[src/hw/rtl/kfh_pkg.sv]
// Shared types and constants of the keyframe Hermite path evaluator.
`default_nettype none
package kfh_pkg;

   // transaction kinds
   localparam logic [1:0] FUNC_WRITE = 2'd0;
   localparam logic [1:0] FUNC_EVAL  = 2'd1;
   localparam logic [1:0] FUNC_TAN   = 2'd2;

   // register indexes (byte address 8*i)
   localparam logic [1:0] REG_COUNT = 2'd0;
   localparam logic [1:0] REG_LOOP  = 2'd1;
   localparam logic [1:0] REG_START = 2'd2;
   localparam logic [1:0] REG_END   = 2'd3;

   // word slots of one entry in the vector store
   localparam logic [3:0] SLOT_POS  = 4'd0;
   localparam logic [3:0] SLOT_TIN  = 4'd3;
   localparam logic [3:0] SLOT_TOUT = 4'd6;

   // word_sel codes
   localparam logic [3:0] SEL_ARRIVAL = 4'd0;
   localparam logic [3:0] SEL_PAUSE   = 4'd1;
   localparam logic [3:0] SEL_VEC_LO  = 4'd2;
   localparam logic [3:0] SEL_VEC_HI  = 4'd10;

   localparam logic [5:0] MOD_STEPS = 6'd49;
   localparam logic [5:0] U_STEPS   = 6'd16;

   typedef struct packed {
      logic [1:0]         func;
      logic [3:0]         entry;
      logic [3:0]         word_sel;
      logic signed [47:0] word_value;
      logic signed [47:0] query_time;
   } req_type;

   typedef struct packed {
      logic signed [31:0] pos_x;
      logic signed [31:0] pos_y;
      logic signed [31:0] pos_z;
      logic               no_keyframes;
   } rsp_type;

   typedef struct packed {
      logic [4:0]         keyframe_count;
      logic               loop_enable;
      logic signed [47:0] start_time;
      logic signed [47:0] end_time;
   } cfg_type;

   typedef struct packed {
      logic        start;
      logic [48:0] rem_init;
      logic [48:0] dividend;
      logic [48:0] divisor;
      logic [5:0]  steps;
   } div_cmd_type;

   typedef struct packed {
      logic        done;
      logic [48:0] quotient;
      logic [48:0] remainder;
   } div_rsp_type;

endpackage
`default_nettype wire

[src/hw/rtl/kfh_divider.sv]
// Restoring divider, one quotient bit per cycle.
`default_nettype none
module kfh_divider (
   input  wire logic                 clock,
   input  wire logic                 reset,
   input  wire kfh_pkg::div_cmd_type cmd,
   output kfh_pkg::div_rsp_type      rsp
);
   import kfh_pkg::*;

   logic        busy_ff;
   logic        done_ff;
   logic [5:0]  cnt_ff;
   logic [48:0] rem_ff;
   logic [48:0] quo_ff;
   logic [48:0] dvs_ff;
   logic [49:0] trial;
   logic        ge;
   logic [49:0] diff;

   assign trial = {rem_ff, quo_ff[48]};
   assign ge    = trial >= {1'b0, dvs_ff};
   assign diff  = trial - {1'b0, dvs_ff};

   always_ff @(posedge clock) begin
      if (reset) begin
         busy_ff <= 1'b0;
         done_ff <= 1'b0;
      end else begin
         done_ff <= 1'b0;
         if (cmd.start && !busy_ff) begin
            busy_ff <= 1'b1;
            cnt_ff  <= cmd.steps;
            rem_ff  <= cmd.rem_init;
            quo_ff  <= cmd.dividend;
            dvs_ff  <= cmd.divisor;
         end else if (busy_ff) begin
            rem_ff <= ge ? diff[48:0] : trial[48:0];
            quo_ff <= {quo_ff[47:0], ge};
            cnt_ff <= cnt_ff - 6'd1;
            if (cnt_ff == 6'd1) begin
               busy_ff <= 1'b0;
               done_ff <= 1'b1;
            end
         end
      end
   end

   assign rsp.done      = done_ff;
   assign rsp.quotient  = quo_ff;
   assign rsp.remainder = rem_ff;

endmodule
`default_nettype wire

[config.mk]
export PLATFORM = sky130hd
export DESIGN_NAME = kfh_divider
export DESIGN_NICKNAME = d
export VERILOG_FILES = /design/src/hw/rtl/kfh_pkg.sv /design/src/hw/rtl/kfh_divider.sv
export SDC_FILE = /design/constraint.sdc
export NUM_CORES = 1
export LEC_CHECK = 0
export ABC_AREA = 1
export BUFFER_PORTS_ARGS = -buffer_cell sky130_fd_sc_hd__clkbuf_2
export CAP_MARGIN = 20
export CORE_MARGIN = 1
export CORE_UTILIZATION = 40
export CTS_CLUSTER_SIZE = 14
export DETAILED_ROUTE_END_ITERATION = 8
export GPL_TIMING_DRIVEN = 0
export HOLD_SLACK_MARGIN = 0.05
export SLEW_MARGIN = 25
export SYNTH_ARGS = -nofsm -noshare
export SYNTH_HDL_FRONTEND = slang
export SYNTH_SLANG_ARGS = --single-unit
[constraint.sdc]
create_clock -name clock -period 7.7 [get_ports clock]
set_input_delay 0 -clock clock [delete_from_list [all_inputs] [get_ports clock]]
set_output_delay 0 -clock clock [all_outputs]
set_load 0.005 [all_outputs]
==> flow_metrics.env <==
export IMPL_status="finished clean"
export IMPL_die_h_um=170
export IMPL_die_width_um=170
export IMPL_drc_errors=0
export IMPL_final_hold_viol_count=0
export IMPL_syn2layout_area_growth_pct=35.7
export IMPL_antenna_found_initial=0
export IMPL_p_per_area_nw_per_um2=184
export IMPL_clockBufferDepth=2
export IMPL_pwr_share_comb_pct=33.1
export IMPL_slew_headroom_pct=29.3
export IMPL_synth_area_top_cells="edfxtp_1 (41%), nand2_1 (24%), inv_1 (9.2%)"
export IMPL_fin_crit_ns=3.33
export IMPL_setup_viol=0
export IMPL_startpoint_type="flip-flop"
export IMPL_intPower_uw=1810
export IMPL_switching_power_uw=1000
export IMPL_crit_fanout=10
export IMPL_hold_path_class="input pin to flip-flop"
export IMPL_vdd_drop_max_mv=0.151
export IMPL_finalNonFillerCells=2421
export IMPL_routabilityCongestion=0.934
export IMPL_io_buffer_count=254
export IMPL_cts_tree="built"
export IMPL_grt_max_degree=25
export IMPL_final_util_pct=55.9
export IMPL_via_per_inst=4.64
export IMPL_dpl_cell_count=2236
export IMPL_wire_per_inst_um=15.8
export IMPL_cts_buffers=17
export IMPL_drive_gt1_share_pct=16.9
export IMPL_synth_distinct_cells=36
export IMPL_finalPower_uw=2810
export IMPL_period_share_pct=43.3
export IMPL_synth_enable_flop_cells=153
export IMPL_critPathRequiredTime_ns=7.91
export IMPL_ys_seq_elements=155
export IMPL_grt_pass1_wl_mm=60.1
export IMPL_design_area_um2=15200
export IMPL_drv_slew=0
export IMPL_htreeDepth=4
export IMPL_vias=11200
export IMPL_post_synth_top_count_cell="nand2_1"
export IMPL_worstSetupEndpointType="flip-flop"
export IMPL_clock_sinks=155
export IMPL_design_core_area_um2=27300
export IMPL_finClkSkew_ns=0.0225
export IMPL_ys_flop_type="edfxtp_1"
export IMPL_p_leak_uw=0.00794
export IMPL_drtAntennaViolNets=0
export IMPL_worstMarginPinSlew_ns=1.06
export IMPL_n_antenna_cell=0
export IMPL_cap_violations=0
export IMPL_initial_core_util_pct=41.2
export IMPL_rows=60
export IMPL_drtIter0Drc=694
export IMPL_synthTopCellsByCount="nand2_1 (705), inv_1 (276), edfxtp_1 (153)"
export IMPL_ys_warn_count=0
export IMPL_drt_first_pass_iters=5
export IMPL_root_buffer="clkbuf_16"
export IMPL_switching_share_pct=35.6
export IMPL_tns_ns=0
export IMPL_syn_num_nets=1811
export IMPL_detailed_place_area_um2=13200
export IMPL_grt_pass1_vias=11300
export IMPL_design_die_area_um2=28800
export IMPL_final_nets=2245
export IMPL_clkTransAtPathRegs_ns=0.08
export IMPL_rsz0062_at_grt="false"
export IMPL_crit_arrival_ns=3.54
export IMPL_grt_remaining_overflow=0
export IMPL_netlist_area_um2=11200
export IMPL_yosys_area_top_type="edfxtp_1"
export IMPL_synthArstFlopShare_pct=0
export IMPL_place_detailed_hpwl_mm=30.3
export IMPL_pin_count=255
export IMPL_clk_latency_ns=0.46
export IMPL_synth_seq_area_share_pct=41.3
export IMPL_p_clk_share_pct=28.7
export IMPL_cts_setup_buffers=0
export IMPL_crit_type="flip-flop to flip-flop"
export IMPL_syn_area_per_cell_um2=7.01
export IMPL_power_frac_seq_pct=38.2
export IMPL_timing_fmax_ghz=0.300
export IMPL_track_usage_pct=27.5
export IMPL_synth_top_area_share_pct=40.9
export IMPL_wl_mm=38.1
export IMPL_netlist_instances=1603
layout make-up:
class	instances	area, um2
Buffer	39	185
Clock buffer	17	425
Clock inverter	14	109
Fill cell	2670	12000
Inverter	290	1090
Multi-Input combinational cell	1119	5340
Sequential cell	155	4630
Tap cell	372	465
Timing Repair Buffer	415	2990
critical path: stages (launching register included):
cell and delay (ns):
edfxtp_1 0.46, inv_1 0.11, ha_1 0.14, inv_1 0.07, fa_1 0.44, nand3_1 0.12, nand3b_1 0.23, nand2_1 0.12
nand2_1 0.22, nand2_2 0.35, nand3_4 0.18, nand2_2 0.20, buf_4 0.22, nand2_1 0.06, nand2_1 0.08, nand2_1 0.06
power by group through the flow:
stage	combinational (uW)	sequential, uW	clock [uW]
after floorplan	556	1090	0
after global placement	843	1100	0
after detailed placement	868	1090	0
after CTS	933	1070	817
after global routing	1050	1080	845
final	930	1070	805
per-layer routing:
layer	GRT usage (%)	routed length [um]	vias up
met1	34.5	16900	5022
met5	0	0	-
li1	-	-	5860
met3	5.06	2040	31
met2	48.4	18600	324
met4	6.85	585	0
cells by family (layout without fill, tap and decap cells):
group	count (synthesis)	count (layout)	synth area share (%)
flip-flops	155	155	41.3
buffers and inverters	329	775	11.3
AND/OR/NAND/NOR	985	985	36.7
AO/OA/AOI/OAI	53	53	2.62
adder cells (fa/ha/maj)	52	52	5.86
XOR/XNOR	29	29	2.26
registers in the layout, summed over array words and instances (netlist names):
signal	count
busy_ff	1
dvs_ff	49
done_ff	1
rem_ff	49
quo_ff	49
cnt_ff	6
final timing paths:
check	slack [ns]	endpoint	start	depth (start not counted)
setup / recovery	4.37	rem_ff[41]	quo_ff[48]	15
hold / removal	0.12	rem_ff[38]	cmd[153]	3
setup reg to reg	4.37	rem_ff[41]	quo_ff[48]	15
hold reg to reg	0.48	busy_ff	busy_ff	2
through the flow:
stage	setup slack, ns	hold WS (ns)
after floorplan	1.67	0.0691
after detailed placement	4.37	0.179
after CTS	4.35	0.124
final	4.37	0.124
after global placement	-0.993	0.178
after global routing	4.19	0.135
placed cells by master (no fill, tap or decap), types with 3 or more instances in the layout:
master and count:
nand3b_1 10, clkbuf_16 17, o21bai_1 3, nand4_1 49
buf_2 3, xnor2_1 26, nand2_1 705, clkinvlp_4 3
edfxtp_1 153, nand2_2 15, inv_1 276, a21oi_1 34
o21ai_0 10, buf_12 3, and2_1 3, buf_16 5
nor2_4 3, clkbuf_1 30, nor3_1 8, xor2_1 3
ha_1 51, dlygate4sd3_1 154, inv_6 6, inv_2 13
nor2_2 11, clkbuf_2 254, nor2_1 86, nand3_1 89
repair_timing:
item	in CTS	in global routing
resized for setup	0	0
setup endpoints to repair	0	0
endpoints found under the hold margin	156	0
hold buffers	154	0
Power figures use the tool's default switching activity.
