`src/hw/rtl/kfh_pkg.sv`:
```
// Shared types and constants of the keyframe Hermite path evaluator.
`default_nettype none
package kfh_pkg;

   // transaction kinds
   localparam logic [1:0] FUNC_WRITE = 2'd0;
   localparam logic [1:0] FUNC_EVAL  = 2'd1;
   localparam logic [1:0] FUNC_TAN   = 2'd2;

   // register indexes (byte address 8*i)
   localparam logic [1:0] REG_COUNT = 2'd0;
   localparam logic [1:0] REG_LOOP  = 2'd1;
   localparam logic [1:0] REG_START = 2'd2;
   localparam logic [1:0] REG_END   = 2'd3;

   // word slots of one entry in the vector store
   localparam logic [3:0] SLOT_POS  = 4'd0;
   localparam logic [3:0] SLOT_TIN  = 4'd3;
   localparam logic [3:0] SLOT_TOUT = 4'd6;

   // word_sel codes
   localparam logic [3:0] SEL_ARRIVAL = 4'd0;
   localparam logic [3:0] SEL_PAUSE   = 4'd1;
   localparam logic [3:0] SEL_VEC_LO  = 4'd2;
   localparam logic [3:0] SEL_VEC_HI  = 4'd10;

   localparam logic [5:0] MOD_STEPS = 6'd49;
   localparam logic [5:0] U_STEPS   = 6'd16;

   typedef struct packed {
      logic [1:0]         func;
      logic [3:0]         entry;
      logic [3:0]         word_sel;
      logic signed [47:0] word_value;
      logic signed [47:0] query_time;
   } req_type;

   typedef struct packed {
      logic signed [31:0] pos_x;
      logic signed [31:0] pos_y;
      logic signed [31:0] pos_z;
      logic               no_keyframes;
   } rsp_type;

   typedef struct packed {
      logic [4:0]         keyframe_count;
      logic               loop_enable;
      logic signed [47:0] start_time;
      logic signed [47:0] end_time;
   } cfg_type;

   typedef struct packed {
      logic        start;
      logic [48:0] rem_init;
      logic [48:0] dividend;
      logic [48:0] divisor;
      logic [5:0]  steps;
   } div_cmd_type;

   typedef struct packed {
      logic        done;
      logic [48:0] quotient;
      logic [48:0] remainder;
   } div_rsp_type;

endpackage
`default_nettype wire

```
`src/hw/rtl/kfh_csr.sv`:
```
// APB-style configuration registers of the path evaluator.
`default_nettype none
module kfh_csr (
   input  wire logic             clock,
   input  wire logic             reset,
   input  wire logic             csr_psel,
   input  wire logic             csr_penable,
   input  wire logic             csr_pwrite,
   input  wire logic [4:0]       csr_paddr,
   input  wire logic [63:0]      csr_pwdata,
   output logic      [63:0]      csr_prdata,
   output logic                  csr_pready,
   output kfh_pkg::cfg_type      cfg
);
   import kfh_pkg::*;

   cfg_type    cfg_ff;
   logic [1:0] idx;

   assign idx        = csr_paddr[4:3];
   assign csr_pready = 1'b1;
   assign cfg        = cfg_ff;

   always_ff @(posedge clock) begin
      if (reset) begin
         cfg_ff.keyframe_count <= 5'd0;
         cfg_ff.loop_enable    <= 1'b0;
         cfg_ff.start_time     <= 48'sd0;
         cfg_ff.end_time       <= 48'sd655360;
      end else if (csr_psel && csr_penable && csr_pwrite) begin
         unique case (idx)
            REG_COUNT: cfg_ff.keyframe_count <= csr_pwdata[4:0];
            REG_LOOP:  cfg_ff.loop_enable    <= csr_pwdata[0];
            REG_START: cfg_ff.start_time     <= csr_pwdata[47:0];
            REG_END:   cfg_ff.end_time       <= csr_pwdata[47:0];
         endcase
      end
   end

   always_comb begin
      unique case (idx)
         REG_COUNT: csr_prdata = {59'd0, cfg_ff.keyframe_count};
         REG_LOOP:  csr_prdata = {63'd0, cfg_ff.loop_enable};
         REG_START: csr_prdata = {{16{cfg_ff.start_time[47]}}, cfg_ff.start_time};
         REG_END:   csr_prdata = {{16{cfg_ff.end_time[47]}}, cfg_ff.end_time};
      endcase
   end

endmodule
`default_nettype wire

```
`config.mk`:
```
export PLATFORM = sky130hd
export DESIGN_NAME = kfh_csr
export DESIGN_NICKNAME = d
export VERILOG_FILES = /design/src/hw/rtl/kfh_pkg.sv /design/src/hw/rtl/kfh_csr.sv
export SDC_FILE = /design/constraint.sdc
export NUM_CORES = 1
export LEC_CHECK = 0
export BUFFER_PORTS_ARGS = -buffer_cell sky130_fd_sc_hd__buf_4
export CORE_UTILIZATION = 47
export DETAILED_ROUTE_END_ITERATION = 10
export GPL_TIMING_DRIVEN = 0
export PLACE_DENSITY = 0.8
export SKIP_LAST_GASP = 1
export SLEW_MARGIN = 0
export SYNTH_ARGS = -nofsm -noshare
export SYNTH_HDL_FRONTEND = slang
export SYNTH_SLANG_ARGS = --single-unit
```
`constraint.sdc`:
```
create_clock -name clock -period 2.8 [get_ports clock]
set_clock_uncertainty 0.2 [all_clocks]
set_input_delay 0.56 -clock clock [delete_from_list [all_inputs] [get_ports clock]]
set_output_delay 0.56 -clock clock [all_outputs]
set_load 0.1 [all_outputs]
```
==> implementation parameters <==
Parameter                              Value

Status
  Run status ... complete, no violations

Worst setup path
  CP dominant cell by count ... buf_4
  CP Cell Sequence ... buf_2, clkbuf_2, nor2b_4, buf_4, buf_12, buf_4
  CP arrival ... about 1.9 ns
  FF-to-FF setup slack ... 1.92 ns
  Critical Path Slowest Stage Cell ... clkbuf_2
  Delay contributed by the slowest stage of the critical path ... 0.29 ns
  Critical path startpoint category ... input port
  Nature of the critical path endpoint ... output pin
  Maximum fanout encountered on the critical timing path ... 10
  Worst setup path category ... input port to output pin
  Required time at the endpoint of the critical path ... between 2 and 2.5 ns

Floorplan
  Total die area ... 11,500 um^2
  Std-Cell Core Area ... 10,800 um^2
  Cell row count ... 38
  Boundary Pins ... 241
  Horizontal extent of the die ... 107 um
  Die Ht ... about 110 um
  Initial standard-cell utilization of the core ... 0.482

Global routing
  Via count of the first global-routing pass ... ~4,400
  Largest net degree at the start of global routing ... 17
  Total GRT Usage ... 0.263
  Grt total ovfl ... 0
  Number of antenna violations at the first check in global routing ... 1
  First-pass GRT wire length ... 23,000 um

Yosys
  Complex-gate fraction of the synthesized area ... 0.00670
  Post-synthesis sequential area ratio ... 0.391
  Area share of fa/ha/maj cells after synthesis ... 0
  Warning count from the yosys run ... 0
  Combined area of all synthesized cells ... 5230 um^2
  Unique cell type count in the Yosys netlist ... 19
  Proportion of synthesized area in mux cells ... 0.291
  Synthesized netlist net count ... around 590
  Mean Syn Cell Area ... between 10 and 15 um^2
  Count of state elements after synthesis ... just over 100
  Largest family of logic cells by synthesized area ... multiplexers
  Share of the synthesized netlist area taken by xor and xnor gates ... 0
  Simple-gate area share of the yosys netlist ... 0.243
  Instance count of the mapped netlist ... 518

Timing
  Max transition margin ... 0.651
  Highest clock frequency the design can meet ... between 300 and 400 MHz
  Final worst setup slack ... 0.134 ns
  Worst hold slack across all endpoints ... about 0.27 ns
  Slew at the pin with the worst max-slew slack ... 0.523 ns
  Unrepaired setup endpoints after global routing ... false
  Post-layout min period ... 2.67 ns
  Count of final hold-check violations ... 0
  Setup violation total in the final timing report ... 0
  Pins over their slew limit ... 0
  Final cycle utilization of the critical path ... 0.952
  Total negative slack for setup checks ... 0 ns

Clock network
  Library cell used as clock root buffer ... clkbuf_8
  TritonCTS clock tree ... built
  Hold-fix buffers at CTS ... 0
  Number of buffers created by CTS ... 9
  Deepest clock path buffer count ... 2
  Clock-pin slew of the registers on the worst-case setup and hold paths ... 0.10 ns
  Number of H-tree branching levels ... 3
  # clock sinks ... 102
  Worst skew pair latency ... 0.36 ns

Final layout
  Layout Nets ... 823
  Post-layout util ... 0.699
  Fillers ... 875
  Area growth from synthesis to layout ... 45.0%
  Diodes inserted ... 0
  Sequential cell area ... 2040 um^2
  Share of cells above drive strength 1 ... 0.438
  Max reg flops ... 102
  Area occupied by multi-input gates ... 2950 um^2

Pwr
  Static Leak ... 0.00361 uW
  Part of the total power dissipated in the clock network ... 0.323
  Power density relative to cell area ... 397 nW/um^2
  Max rail drop VDD ... 214 uV
  Sequential share of power ... 0.494
  Gate power share ... 0.183
  Internal portion of total power ... 2120 uW
  Net switching power of the design ... 886 uW
  Switching power as a share of total power ... 0.294
  Total power of the final layout ... 3010 uW

Route
  Total Routed Length ... 15,100 um
  Violation count after the first detailed-routing iteration ... around 170
  # DRC ... 0
  Number of detailed-route iterations in the first pass ... 4
  Wirelength per Cell ... approximately 17 um
  Residual antenna-violating net count after detailed routing ... 0
  Post-DR vias/cell ... 4.91
  Total number of vias ... 4,394

Flow run
  Max-cap check violation count ... 0

Placed design
  DP Wirelength ... 11,300 um
  GPL Wtd Cong ... between 0.7 and 0.8
  Minimum setup slack after placement ... -0.512 ns
  # port buffers ... 217

Min path
  Worst hold path class ... input port to flop
[cells in the mapped netlist (all sizes together)]
master / count / area, um^2
a22o: 4 / 35.0
and3: 2 / 12.5
and3b: 1 / 8.76
buf: 39 / 284
clkbuf: 19 / 71.3
conb: 1 / 3.75
dfxtp: 102 / 2040
mux2: 4 / 45.0
mux2i: 145 / 1450
mux4: 1 / 22.5
nand2: 1 / 3.75
nand2b: 148 / 926
nand3: 1 / 10.0
nand3b: 2 / 15.0
nor2: 5 / 26.3
nor2b: 43 / 269
[per-layer routing]
metal | up-vias | track usage | wire length, um
met3 | 8 | 0.0708 | 1050
met4 | 2 | 0.0626 | 87
met1 | 2073 | 0.322 | 6450
li1 | 2152 | - | -
met2 | 159 | 0.455 | 7530
met5 | - | 0 | 13
[timing repair]
| item | 4_1_cts | 5_1_grt |
|---|---|---|
| setup endpoints to repair | 17 | 10 |
| buffers inserted | 4 | 0 |
| resized for setup | 1 | 0 |
[worst max-delay path, delay by kind of cell]
kind	cells	cell delay [ns]
buf+inv	5	1.06
simple gates	1	0.27
[power groups by stage]
| stage | registers (uW) | logic, uW | clock network [uW] |
|---|---|---|---|
| floorplan | 1650 | 262 | 0 |
| global placement | 1520 | 547 | 0 |
| detailed placement | 1520 | 552 | 0 |
| CTS | 1490 | 555 | 992 |
| global route | 1490 | 576 | 1050 |
| finish | 1490 | 551 | 973 |
[through the flow]
| step | instances | area [um^2] |
|---|---|---|
| finish | 894 | 7580 |
| global route | 894 | 7580 |
| CTS | 895 | 7580 |
| detailed placement | 875 | 7330 |
| global placement | 875 | 7330 |
| floorplan | 518 | 5520 |
[worst paths after layout]
check	cells after the start	to	startpoint
setup / recovery	6	csr_prdata[55]	csr_paddr[4]
hold / removal	3	cfg[65]	csr_pwdata[17]
setup reg to reg	2	cfg[53]	cfg[53]
hold reg to reg	2	cfg[68]	cfg[68]
[cell type report]
cell class	count	area share
timing repair buffer	221	0.221
tap	140	0.0231
clock inverter	5	0.00760
multi-input combinational	358	0.390
clock buffer	11	0.0200
sequential	102	0.270
buffer	57	0.0690
[kinds of logic (layout without fill, tap and decap cells)]
kind of cell	after synthesis	count (layout)
AO/OA/AOI/OAI	4	4
buffers and inverters	58	294
flip-flops	102	102
multiplexers	150	150
other	1	1
AND/OR/NAND/NOR	203	203
[cells in the final DEF (no fill, tap or decap), drive strengths merged, types with 2 or more instances in the layout]
master and n:
clkinvlp 3, clkbuf 29, nand3b 2, buf 260, nor2b 43, nand2b 148
mux2 4, a22o 4, mux2i 145, dfxtp 102, and3 2, nor2 5
Note: power is estimated with default switching activity, not from simulation.
